==> src/rtl/pneumatic_command_decoder_defines.svh <==
// Assertion macros shared by the pneumatic command decoder RTL.
`ifndef PNEUMATIC_COMMAND_DECODER_DEFINES_SVH
`define PNEUMATIC_COMMAND_DECODER_DEFINES_SVH

// Clocked check, switched off while reset is asserted.
`define PCD_ASSERT(label, prop, msg) \
	label: assert property (@(posedge clk) disable iff (!arst_n) prop) else $error(msg);

// Clocked check that also holds through reset.
`define PCD_ASSERT_ALWAYS(label, prop, msg) \
	label: assert property (@(posedge clk) prop) else $error(msg);

`endif

==> src/rtl/pcd_pkg.sv <==
// Shared widths, command codes, mode codes and state type of the pneumatic command decoder.
package pcd_pkg;

	localparam int PORT_COUNT_DEF = 5;
	localparam int VS_PORTS       = 5;
	localparam int BYTE_W         = 8;
	localparam int MODE_W         = 3;
	localparam int VS_W           = 11;
	localparam int REQ_W          = 2;

	// Command characters
	localparam logic [BYTE_W-1:0] ACT_STOP     = 8'h21; // '!'
	localparam logic [BYTE_W-1:0] ACT_INFLATE  = 8'h2B; // '+'
	localparam logic [BYTE_W-1:0] ACT_VACUUM   = 8'h2D; // '-'
	localparam logic [BYTE_W-1:0] ACT_INF_HALF = 8'h70; // 'p'
	localparam logic [BYTE_W-1:0] ACT_VAC_HALF = 8'h6E; // 'n'
	localparam logic [BYTE_W-1:0] ACT_RELEASE  = 8'h5E; // '^'
	localparam logic [BYTE_W-1:0] ACT_OPEN     = 8'h6F; // 'o'
	localparam logic [BYTE_W-1:0] ACT_CLOSE    = 8'h63; // 'c'
	localparam logic [BYTE_W-1:0] ACT_POWER    = 8'h66; // 'f'
	localparam logic [BYTE_W-1:0] ACT_RED      = 8'h72; // 'r'
	localparam logic [BYTE_W-1:0] ACT_BLUE     = 8'h62; // 'b'
	localparam logic [BYTE_W-1:0] ACT_QUERY    = 8'h3F; // '?'

	// Plumbing modes
	localparam logic [MODE_W-1:0] MODE_GENERAL = 3'd0;
	localparam logic [MODE_W-1:0] MODE_INF_SER = 3'd1;
	localparam logic [MODE_W-1:0] MODE_INF_PAR = 3'd2;
	localparam logic [MODE_W-1:0] MODE_VAC_SER = 3'd3;
	localparam logic [MODE_W-1:0] MODE_VAC_PAR = 3'd4;

	// Pressure request codes
	localparam logic [REQ_W-1:0] REQ_NONE    = 2'd0;
	localparam logic [REQ_W-1:0] REQ_NOW     = 2'd1;
	localparam logic [REQ_W-1:0] REQ_ISOLATE = 2'd2;

	// Controller state apart from the port valves
	typedef struct packed {
		logic              inlet;
		logic              outlet;
		logic [BYTE_W-1:0] pump_one;
		logic [BYTE_W-1:0] pump_two;
		logic [1:0]        led;
		logic              latch;
	} ctrl_t;

endpackage

==> src/rtl/pcd_cfg_if.sv <==
// Configuration write channel carrying the plumbing mode.
interface pcd_cfg_if import pcd_pkg::*; ();
	logic              valid;
	logic              ready;
	logic [MODE_W-1:0] data;

	modport source(output valid, output data, input ready);
	modport sink(input valid, input data, output ready);
endinterface

==> src/rtl/pcd_cmd_if.sv <==
// Command channel: one three-byte command per item.
interface pcd_cmd_if import pcd_pkg::*; ();
	logic              valid;
	logic              ready;
	logic [BYTE_W-1:0] action;
	logic [BYTE_W-1:0] port_mask;
	logic [BYTE_W-1:0] pump_duty;

	modport source(output valid, output action, output port_mask, output pump_duty,
		input ready);
	modport sink(input valid, input action, input port_mask, input pump_duty,
		output ready);
endinterface

==> src/rtl/pcd_res_if.sv <==
// Result channel: packed state, pump duties, power-off and pressure request.
interface pcd_res_if import pcd_pkg::*; ();
	logic              valid;
	logic              ready;
	logic [VS_W-1:0]   valve_state;
	logic [BYTE_W-1:0] pump_one_duty;
	logic [BYTE_W-1:0] pump_two_duty;
	logic              power_off;
	logic [REQ_W-1:0]  pressure_request;

	modport source(output valid, output valve_state, output pump_one_duty,
		output pump_two_duty, output power_off, output pressure_request, input ready);
	modport sink(input valid, input valve_state, input pump_one_duty,
		input pump_two_duty, input power_off, input pressure_request, output ready);
endinterface

==> src/rtl/pcd_decode.sv <==
// Command decoder: next controller state, packed valve word and pressure request.
module pcd_decode import pcd_pkg::*; #(
	parameter int PORT_COUNT = PORT_COUNT_DEF
) (
	input  logic [MODE_W-1:0]     mode,
	input  ctrl_t                 cur,
	input  logic [PORT_COUNT-1:0] ports_cur,
	input  logic [BYTE_W-1:0]     action,
	input  logic [BYTE_W-1:0]     port_mask,
	input  logic [BYTE_W-1:0]     pump_duty,
	output ctrl_t                 nxt,
	output logic [PORT_COUNT-1:0] ports_nxt,
	output logic [VS_W-1:0]       valve_state,
	output logic [REQ_W-1:0]      req
);

	logic [PORT_COUNT-1:0]          sel;
	logic                           any;
	logic                           infl_side;
	logic                           infl_only;
	logic                           vac_side;
	logic                           vac_only;
	ctrl_t                          halt_c;
	logic [PORT_COUNT-1:0]          ports_halt;
	logic [VS_PORTS+PORT_COUNT-1:0] ports_ext;

	// Select ports, classify the mode and form the halt state
	always_comb begin
		sel        = port_mask[PORT_COUNT-1:0];
		any        = |sel;
		infl_side  = mode inside {MODE_GENERAL, MODE_INF_SER, MODE_INF_PAR};
		infl_only  = mode inside {MODE_INF_SER, MODE_INF_PAR};
		vac_side   = mode inside {MODE_GENERAL, MODE_VAC_SER, MODE_VAC_PAR};
		vac_only   = mode inside {MODE_VAC_SER, MODE_VAC_PAR};
		halt_c          = cur;
		halt_c.inlet    = 1'b0;
		halt_c.outlet   = 1'b0;
		halt_c.pump_one = '0;
		halt_c.pump_two = '0;
		ports_halt      = ports_cur & ~sel;
	end

	// Decode the command
	always_comb begin
		nxt       = cur;
		ports_nxt = ports_cur;
		req       = REQ_NONE;
		case (action)
			ACT_STOP: begin
				nxt       = halt_c;
				ports_nxt = ports_halt;
			end
			ACT_INFLATE: begin
				nxt       = halt_c;
				ports_nxt = ports_halt;
				if (infl_side && any) begin
					nxt.inlet    = 1'b1;
					ports_nxt    = sel;
					nxt.pump_one = pump_duty;
					if (mode != MODE_GENERAL) begin
						nxt.pump_two = pump_duty;
					end
				end
			end
			ACT_INF_HALF: begin
				nxt       = halt_c;
				ports_nxt = ports_halt;
				if (infl_only && any) begin
					nxt.inlet    = 1'b1;
					ports_nxt    = sel;
					nxt.pump_one = pump_duty;
				end
			end
			ACT_VACUUM: begin
				nxt       = halt_c;
				ports_nxt = ports_halt;
				if (vac_side && any) begin
					nxt.outlet   = 1'b1;
					ports_nxt    = sel;
					nxt.pump_two = pump_duty;
					if (mode != MODE_GENERAL) begin
						nxt.pump_one = pump_duty;
					end
				end
			end
			ACT_VAC_HALF: begin
				nxt       = halt_c;
				ports_nxt = ports_halt;
				if (vac_only && any) begin
					nxt.outlet   = 1'b1;
					ports_nxt    = sel;
					nxt.pump_one = pump_duty;
				end
			end
			ACT_RELEASE: begin
				nxt       = halt_c;
				ports_nxt = ports_halt;
				if (any) begin
					ports_nxt = sel;
					if (infl_side) begin
						nxt.outlet = 1'b1;
					end else begin
						nxt.inlet = 1'b1;
					end
				end
			end
			ACT_OPEN: begin
				ports_nxt = ports_cur | sel;
			end
			ACT_CLOSE: begin
				ports_nxt = ports_halt;
			end
			ACT_POWER: begin
				if (port_mask == ACT_POWER) begin
					nxt.latch = 1'b1;
				end
			end
			ACT_RED: begin
				nxt.led[0] = |port_mask;
			end
			ACT_BLUE: begin
				nxt.led[1] = |port_mask;
			end
			ACT_QUERY: begin
				if (port_mask == ACT_QUERY) begin
					req = REQ_NOW;
				end else begin
					nxt       = halt_c;
					ports_nxt = sel;
					req       = REQ_ISOLATE;
				end
			end
			default: begin
				req = REQ_NONE;
			end
		endcase
	end

	// Pack the state word; only the first five ports are shown
	always_comb begin
		ports_ext   = {{VS_PORTS{1'b0}}, ports_nxt};
		valve_state = {nxt.led[1], nxt.led[0], |nxt.pump_two, |nxt.pump_one,
			nxt.outlet, nxt.inlet, ports_ext[VS_PORTS-1:0]};
	end

endmodule

==> src/rtl/pneumatic_command_decoder.sv <==
// Top level of the pneumatic command decoder: input stage, controller state and result register.
//
// Takes one command item per clock while the result side is ready, and returns one result item per command.
// A command is captured in an input register, decoded against the
// controller state and the plumbing mode, and the new state is written back
// together with the result register in the same cycle. The state registers
// are updated once per item, which sets the rate: one item per clock with
// the result side ready.
// The plumbing mode register is written through the configuration channel,
// which is always ready; write it only while no command is in flight.
module pneumatic_command_decoder import pcd_pkg::*; #(
	parameter int PORT_COUNT = PORT_COUNT_DEF
) (
	input logic        clk,
	input logic        arst_n,
	pcd_cfg_if.sink    cfg,
	pcd_cmd_if.sink    cmd,
	pcd_res_if.source  res
);

`include "pneumatic_command_decoder_defines.svh"

	logic [MODE_W-1:0]     mode_q;
	ctrl_t                 ctrl_q;
	logic [PORT_COUNT-1:0] ports_q;

	logic                  valid_s1;
	logic [BYTE_W-1:0]     action_s1;
	logic [BYTE_W-1:0]     port_mask_s1;
	logic [BYTE_W-1:0]     pump_duty_s1;

	logic                  res_valid_q;
	logic [VS_W-1:0]       res_vs_q;
	logic [BYTE_W-1:0]     res_p1_q;
	logic [BYTE_W-1:0]     res_p2_q;
	logic                  res_off_q;
	logic [REQ_W-1:0]      res_req_q;

	logic                  adv;
	logic                  fire;
	ctrl_t                 ctrl_nxt;
	logic [PORT_COUNT-1:0] ports_nxt;
	logic [VS_W-1:0]       vs_nxt;
	logic [REQ_W-1:0]      req_nxt;

	// Handshake control
	assign adv       = !res_valid_q || res.ready;
	assign fire      = valid_s1 && adv;
	assign cmd.ready = !valid_s1 || adv;
	assign cfg.ready = 1'b1;

	// Hold the plumbing mode
	always_ff @(posedge clk or negedge arst_n) begin
		if (!arst_n) begin
			mode_q <= MODE_GENERAL;
		end else if (cfg.valid && cfg.ready) begin
			mode_q <= cfg.data;
		end
	end

	// Input stage
	always_ff @(posedge clk or negedge arst_n) begin
		if (!arst_n) begin
			valid_s1 <= 1'b0;
		end else if (cmd.valid && cmd.ready) begin
			valid_s1 <= 1'b1;
		end else if (adv) begin
			valid_s1 <= 1'b0;
		end
	end

	always_ff @(posedge clk) begin
		if (cmd.valid && cmd.ready) begin
			action_s1    <= cmd.action;
			port_mask_s1 <= cmd.port_mask;
			pump_duty_s1 <= cmd.pump_duty;
		end
	end

	pcd_decode #(
		.PORT_COUNT(PORT_COUNT)
	) u_decode (
		.mode       (mode_q),
		.cur        (ctrl_q),
		.ports_cur  (ports_q),
		.action     (action_s1),
		.port_mask  (port_mask_s1),
		.pump_duty  (pump_duty_s1),
		.nxt        (ctrl_nxt),
		.ports_nxt  (ports_nxt),
		.valve_state(vs_nxt),
		.req        (req_nxt)
	);

	// Advance the controller state on each decoded item
	always_ff @(posedge clk or negedge arst_n) begin
		if (!arst_n) begin
			ctrl_q  <= '0;
			ports_q <= '0;
		end else if (fire) begin
			ctrl_q  <= ctrl_nxt;
			ports_q <= ports_nxt;
		end
	end

	// Result register
	always_ff @(posedge clk or negedge arst_n) begin
		if (!arst_n) begin
			res_valid_q <= 1'b0;
		end else if (fire) begin
			res_valid_q <= 1'b1;
		end else if (res.ready) begin
			res_valid_q <= 1'b0;
		end
	end

	always_ff @(posedge clk) begin
		if (fire) begin
			res_vs_q  <= vs_nxt;
			res_p1_q  <= ctrl_nxt.pump_one;
			res_p2_q  <= ctrl_nxt.pump_two;
			res_off_q <= ctrl_nxt.latch;
			res_req_q <= req_nxt;
		end
	end

	assign res.valid            = res_valid_q;
	assign res.valve_state      = res_vs_q;
	assign res.pump_one_duty    = res_p1_q;
	assign res.pump_two_duty    = res_p2_q;
	assign res.power_off        = res_off_q;
	assign res.pressure_request = res_req_q;

	// Checks
	`PCD_ASSERT(a_latch_sticks, $past(ctrl_q.latch) |-> ctrl_q.latch, "power-off latch cleared")
	`PCD_ASSERT(a_fire_gives_result, fire |=> res_valid_q, "decoded item gave no result")
	`PCD_ASSERT(a_ready_when_empty, !valid_s1 |-> cmd.ready, "input refused while stage empty")
	`PCD_ASSERT(a_run_bits, res_valid_q |-> (res_vs_q[8:7] == {|res_p2_q, |res_p1_q}), "pump bits wrong")
	`PCD_ASSERT_ALWAYS(a_idle_in_reset, !arst_n |=> !res_valid_q && !valid_s1, "item held in reset")

endmodule

==> src/flat_wrapper.sv <==
// flat-port wrapper written by rule: the top's interface ports become plain ports
module pneumatic_command_decoder_flat import pcd_pkg::*;
#(
	parameter int PORT_COUNT = PORT_COUNT_DEF
)
  (clk, arst_n, cfg_valid, cfg_data, cfg_ready, cmd_valid, cmd_action, cmd_port_mask, cmd_pump_duty, cmd_ready, res_valid, res_valve_state, res_pump_one_duty, res_pump_two_duty, res_power_off, res_pressure_request, res_ready);
  pcd_cfg_if cfg_i ();
  pcd_cmd_if cmd_i ();
  pcd_res_if res_i ();
  input logic clk;
  input logic arst_n;
  input wire logic [$bits(cfg_i.valid)-1:0] cfg_valid;
  input wire logic [$bits(cfg_i.data)-1:0] cfg_data;
  output wire logic [$bits(cfg_i.ready)-1:0] cfg_ready;
  input wire logic [$bits(cmd_i.valid)-1:0] cmd_valid;
  input wire logic [$bits(cmd_i.action)-1:0] cmd_action;
  input wire logic [$bits(cmd_i.port_mask)-1:0] cmd_port_mask;
  input wire logic [$bits(cmd_i.pump_duty)-1:0] cmd_pump_duty;
  output wire logic [$bits(cmd_i.ready)-1:0] cmd_ready;
  output wire logic [$bits(res_i.valid)-1:0] res_valid;
  output wire logic [$bits(res_i.valve_state)-1:0] res_valve_state;
  output wire logic [$bits(res_i.pump_one_duty)-1:0] res_pump_one_duty;
  output wire logic [$bits(res_i.pump_two_duty)-1:0] res_pump_two_duty;
  output wire logic [$bits(res_i.power_off)-1:0] res_power_off;
  output wire logic [$bits(res_i.pressure_request)-1:0] res_pressure_request;
  input wire logic [$bits(res_i.ready)-1:0] res_ready;
  assign cfg_i.valid = cfg_valid;
  assign cfg_i.data = cfg_data;
  assign cfg_ready = cfg_i.ready;
  assign cmd_i.valid = cmd_valid;
  assign cmd_i.action = cmd_action;
  assign cmd_i.port_mask = cmd_port_mask;
  assign cmd_i.pump_duty = cmd_pump_duty;
  assign cmd_ready = cmd_i.ready;
  assign res_valid = res_i.valid;
  assign res_valve_state = res_i.valve_state;
  assign res_pump_one_duty = res_i.pump_one_duty;
  assign res_pump_two_duty = res_i.pump_two_duty;
  assign res_power_off = res_i.power_off;
  assign res_pressure_request = res_i.pressure_request;
  assign res_i.ready = res_ready;
  pneumatic_command_decoder #(.PORT_COUNT(PORT_COUNT)) u_core (.clk(clk), .arst_n(arst_n), .cfg(cfg_i), .cmd(cmd_i), .res(res_i));
endmodule
==> config.mk <==
export PLATFORM = sky130hd
export DESIGN_NAME = pneumatic_command_decoder_flat
export DESIGN_NICKNAME = d
export VERILOG_FILES = /design/src/rtl/pcd_pkg.sv /design/src/rtl/pcd_cfg_if.sv /design/src/rtl/pcd_cmd_if.sv /design/src/rtl/pcd_res_if.sv /design/src/rtl/pcd_decode.sv /design/src/rtl/pneumatic_command_decoder.sv /design/src/flat_wrapper.sv
export VERILOG_INCLUDE_DIRS = /design/src /design/src/rtl
export SDC_FILE = /design/constraint.sdc
export NUM_CORES = 1
export LEC_CHECK = 0
export ABC_AREA = 1
export BUFFER_PORTS_ARGS = -buffer_cell sky130_fd_sc_hd__buf_2
export CAP_MARGIN = 0
export CORE_MARGIN = 1.5
export CORE_UTILIZATION = 50
export DETAILED_ROUTE_END_ITERATION = 8
export GPL_TIMING_DRIVEN = 1
export PLACE_DENSITY = 0.71
export SKIP_LAST_GASP = 1
export SYNTH_ARGS = -nofsm -noshare
export SYNTH_HDL_FRONTEND = slang
export SYNTH_HIERARCHICAL = 1
export SYNTH_SLANG_ARGS = --single-unit
export TNS_END_PERCENT = 100
==> constraint.sdc <==
create_clock -name clk -period 4.95 [get_ports clk]
set_input_delay 0.7425 -clock clk [delete_from_list [all_inputs] [get_ports clk]]
set_output_delay 0.7425 -clock clk [all_outputs]
set_load 0.02 [all_outputs]
==> metrics.txt <==
P&R area growth vs syn 8.42%; Root Buffer clkbuf_8; cell taking the most area after synthesis edfxtp_1; worst reg2reg setup slack roughly 2.2 ns; largest family of logic cells by synthesized area simple AND/OR/NAND/NOR gates; GR Util All Layers 0.246; Final Hold Vio Count 0; sequential share of the synthesized area 0.479; I/O Pins 65; Starting Density 0.515; flops & latches, synth 85; Core Box Area around 0.01 sq mm; Worst Max-Slew Pin Slew between 0.8 and 0.9 ns; commonest non-fill, non-tap cell in the layout nand2_1; Hold WC Path Type input pin to asynchronous set/reset pin; critical path launch point type flop; vias in the first global route approximately 4k; Worst EP required between 5 and 6 ns; worst path arrival time roughly 2.9 ns; die width ~100 um; commonest cells after routing, fill and taps aside nand2_1 (141), nor2_1 (100), nand3_1 (94); Peak VDD IR between 0.00015 and 0.0002 V; share of the synthesized area in the top cell type 0.324; initial antenna violation count 0; Post-synth top flop edfxtp_1; Reg power frac 0.497; # rows 36; Max Fclk approximately 0.36 GHz; GRT overflow 0; DRT iter0 DRCs a little under 500; crit path launch u_core/port_mask_s1[1]$_DFFE_PP_; Setup CP Type flop to flop; CP endpoint kind flop; Final setup viols 0; final-stage net count 710; slew margin rel. 0.435; postcts setup bufs 0; share of synthesized area spent on multiplexers 0; DRC 0; Vias roughly 4.4k; largest net degree at the start of global routing 32; setup TNS 0 ns; Vias/cell 5.44; Post-synth EDFFs 54; DRT Pass-1 Iters 5; Synth Area in Adders 0; combinational cell fraction of total power 0.265; Clk pwr share 0.238; CTS resizes 0; final WL ~12,000 um; CTS Buf Count 9; Sw Ratio 0.343; top cells by area, synth edfxtp_1 (32%), dfrtp_1 (15%), nand2_1 (11%), nand3_1 (9.4%), nor2_1 (7.5%); CP max FO 29; syn nets ~670; status complete, no violations; static leakage between 0.002 and 0.003 uW; worst-skew pair later-pin latency about 0.36 ns; Die Ht 103 um; worst reg2reg endpoint u_core/res.valve_state[8]$_DFFE_PP_; Ant. Diodes 0; Die Area ~0.011 sq mm; RSZ-0062 raised after global routing false; syn avg cell area roughly 7.8 sq um; path depth of the worst reg2reg path 10; routability cong. 1.03; clk slew on worst S/H paths about 0.08 ns; Clock Sinks between 80 and 90; Util after Layout 0.558; Post-Synthesis Cells 640; RR Startpoint u_core/port_mask_s1[1]$_DFFE_PP_; Max Cap Viol 0; Synth Area in Compound Gates 0.0757; DP HPWL 8400 um; Int Power 1330 uW; PwrDens approximately 370 mW/mm^2; CTS tree built; clk buf depth 2; Worst Skew around 0.0086 ns; crit path time final around 2.8 ns; CTS H-tree lvls 3; yosys warns 6; xor/xnor share of the synthesized area 0; part of the cycle the worst path needs 0.558; share of cells above drive strength 1 0.152; first-pass GRT wire length 19,900 um; hold bufs inserted after CTS 0; Worst Setup EP u_core/res.valve_state[8]$_DFFE_PP_; I/O Buffers 63; DR WL/cell about 15 um; Mapped Area ~0.005 sq mm; Async SR Flop Fraction 0.365; Max Slew Vio Count 0; Sw Pwr 692 uW; antenna viol nets, final 0; number of distinct library cells after synthesis 31; Synth Area in Simple Gates 0.336
-- synthesized netlist by cell type (2+ instances only) --
cell      count
o211ai_1      4
a21oi_1       6
nor2_1      100
dfrtp_1      31
nand2_2       6
nor2_4        5
nor4_1        2
edfxtp_1     54
nand2_1     141
nor2_2        2
clkbuf_1      2
o21ai_0      49
buf_2        13
nand3b_1      4
o22ai_1       8
nand4_1       7
nor3_1        3
buf_6         6
nand3_1      94
nand2_4       5
buf_4        17
inv_1        70
inv_2         3
-- registers in the layout (all words and copies together), names as in the netlist --
name and count:
u_core/ctrl_q 21, u_core/res.valve_state 11, u_core/action_s1 8, u_core/port_mask_s1 8
u_core/pump_duty_s1 8, u_core/res.pump_one_duty 8, u_core/res.pump_two_duty 8, u_core/ports_q 5
u_core/mode_q 3, u_core/res.pressure_request 2, u_core/res.power_off 1, u_core/res.valid 1
u_core/valid_s1 1
-- per-layer routing --
layer | track usage | routed length [um] | vias to the layer above
li1 | - | - | 2163
met4 | 0.0863 | 207 | 0
met3 | 0.0332 | 1030 | 18
met5 | 0 | 0 | -
met1 | 0.366 | 5560 | 2034
met2 | 0.370 | 5380 | 226
-- worst min-delay path by stage --
| stage | startpoint | endpoint | slack [ns] | cells past startpoint |
|---|---|---|---|---|
| floorplan | u_core/ctrl_q[19]$_DFFE_PN0P_ | u_core/ctrl_q[19]$_DFFE_PN0P_ | 0.44 | 2 |
| CTS | u_core/ctrl_q[19]$_DFFE_PN0P_ | u_core/ctrl_q[19]$_DFFE_PN0P_ | 0.48 | 2 |
| global route | u_core/ctrl_q[0]$_DFFE_PN0P_ | u_core/ctrl_q[0]$_DFFE_PN0P_ | 0.49 | 2 |
| finish | arst_n | u_core/ctrl_q[2]$_DFFE_PN0P_ | 0.46 | 1 |
| global placement | u_core/ctrl_q[19]$_DFFE_PN0P_ | u_core/ctrl_q[19]$_DFFE_PN0P_ | 0.45 | 2 |
| detailed placement | u_core/ctrl_q[19]$_DFFE_PN0P_ | u_core/ctrl_q[19]$_DFFE_PN0P_ | 0.46 | 2 |
-- area by class of cell --
cell class              instances  area, sq um
clock inverters                 4         47.5
inverters                      74          278
clock buffers                  12          145
flip-flops and latches         85         2400
repair buffers                 65          330
multi-input cells             443         2060
well taps                     133          166
fillers                       921         4300
-- cell families after synthesis --
kind of cell | after synthesis
other cells | 1
simple gates | 372
flops | 85
compound gates | 70
buf+inv | 112
-- worst max-delay path: stages, from the launching register on --
cell and delay (ns):
edfxtp_1 0.53, nor2_1 0.23, nand3_2 0.55, nand2_4 0.44, inv_2 0.13, nand3_1 0.09, o211ai_1 0.09, nor2_1 0.17
nand2_1 0.08, nor2_1 0.11, nand2_1 0.08
-- through the flow --
step | std cells | hold slack [ns] | total power [uW] | setup WS, ns | instance area (sq um)
2_1_floorplan | 640 | 0.442 | 1430 | 2.86 | 5010
3_3_place_gp | 800 | 0.454 | 1530 | 2.37 | 5240
3_5_place_dp | 800 | 0.459 | 1550 | 2.27 | 5240
4_1_cts | 816 | 0.479 | 2030 | 2.27 | 5430
5_1_grt | 816 | 0.493 | 2150 | 1.96 | 5430
6_report | 816 | 0.461 | 2020 | 2.19 | 5430
-- power by group through the flow --
stage	Combinational, uW	Sequential, uW	Clock (uW)
2_1_floorplan	363	1060	0
3_3_place_gp	516	1010	0
3_5_place_dp	531	1020	0
4_1_cts	532	1000	493
5_1_grt	604	1020	522
6_report	536	1000	480
No activity file was read; power rests on OpenSTA's default activity.
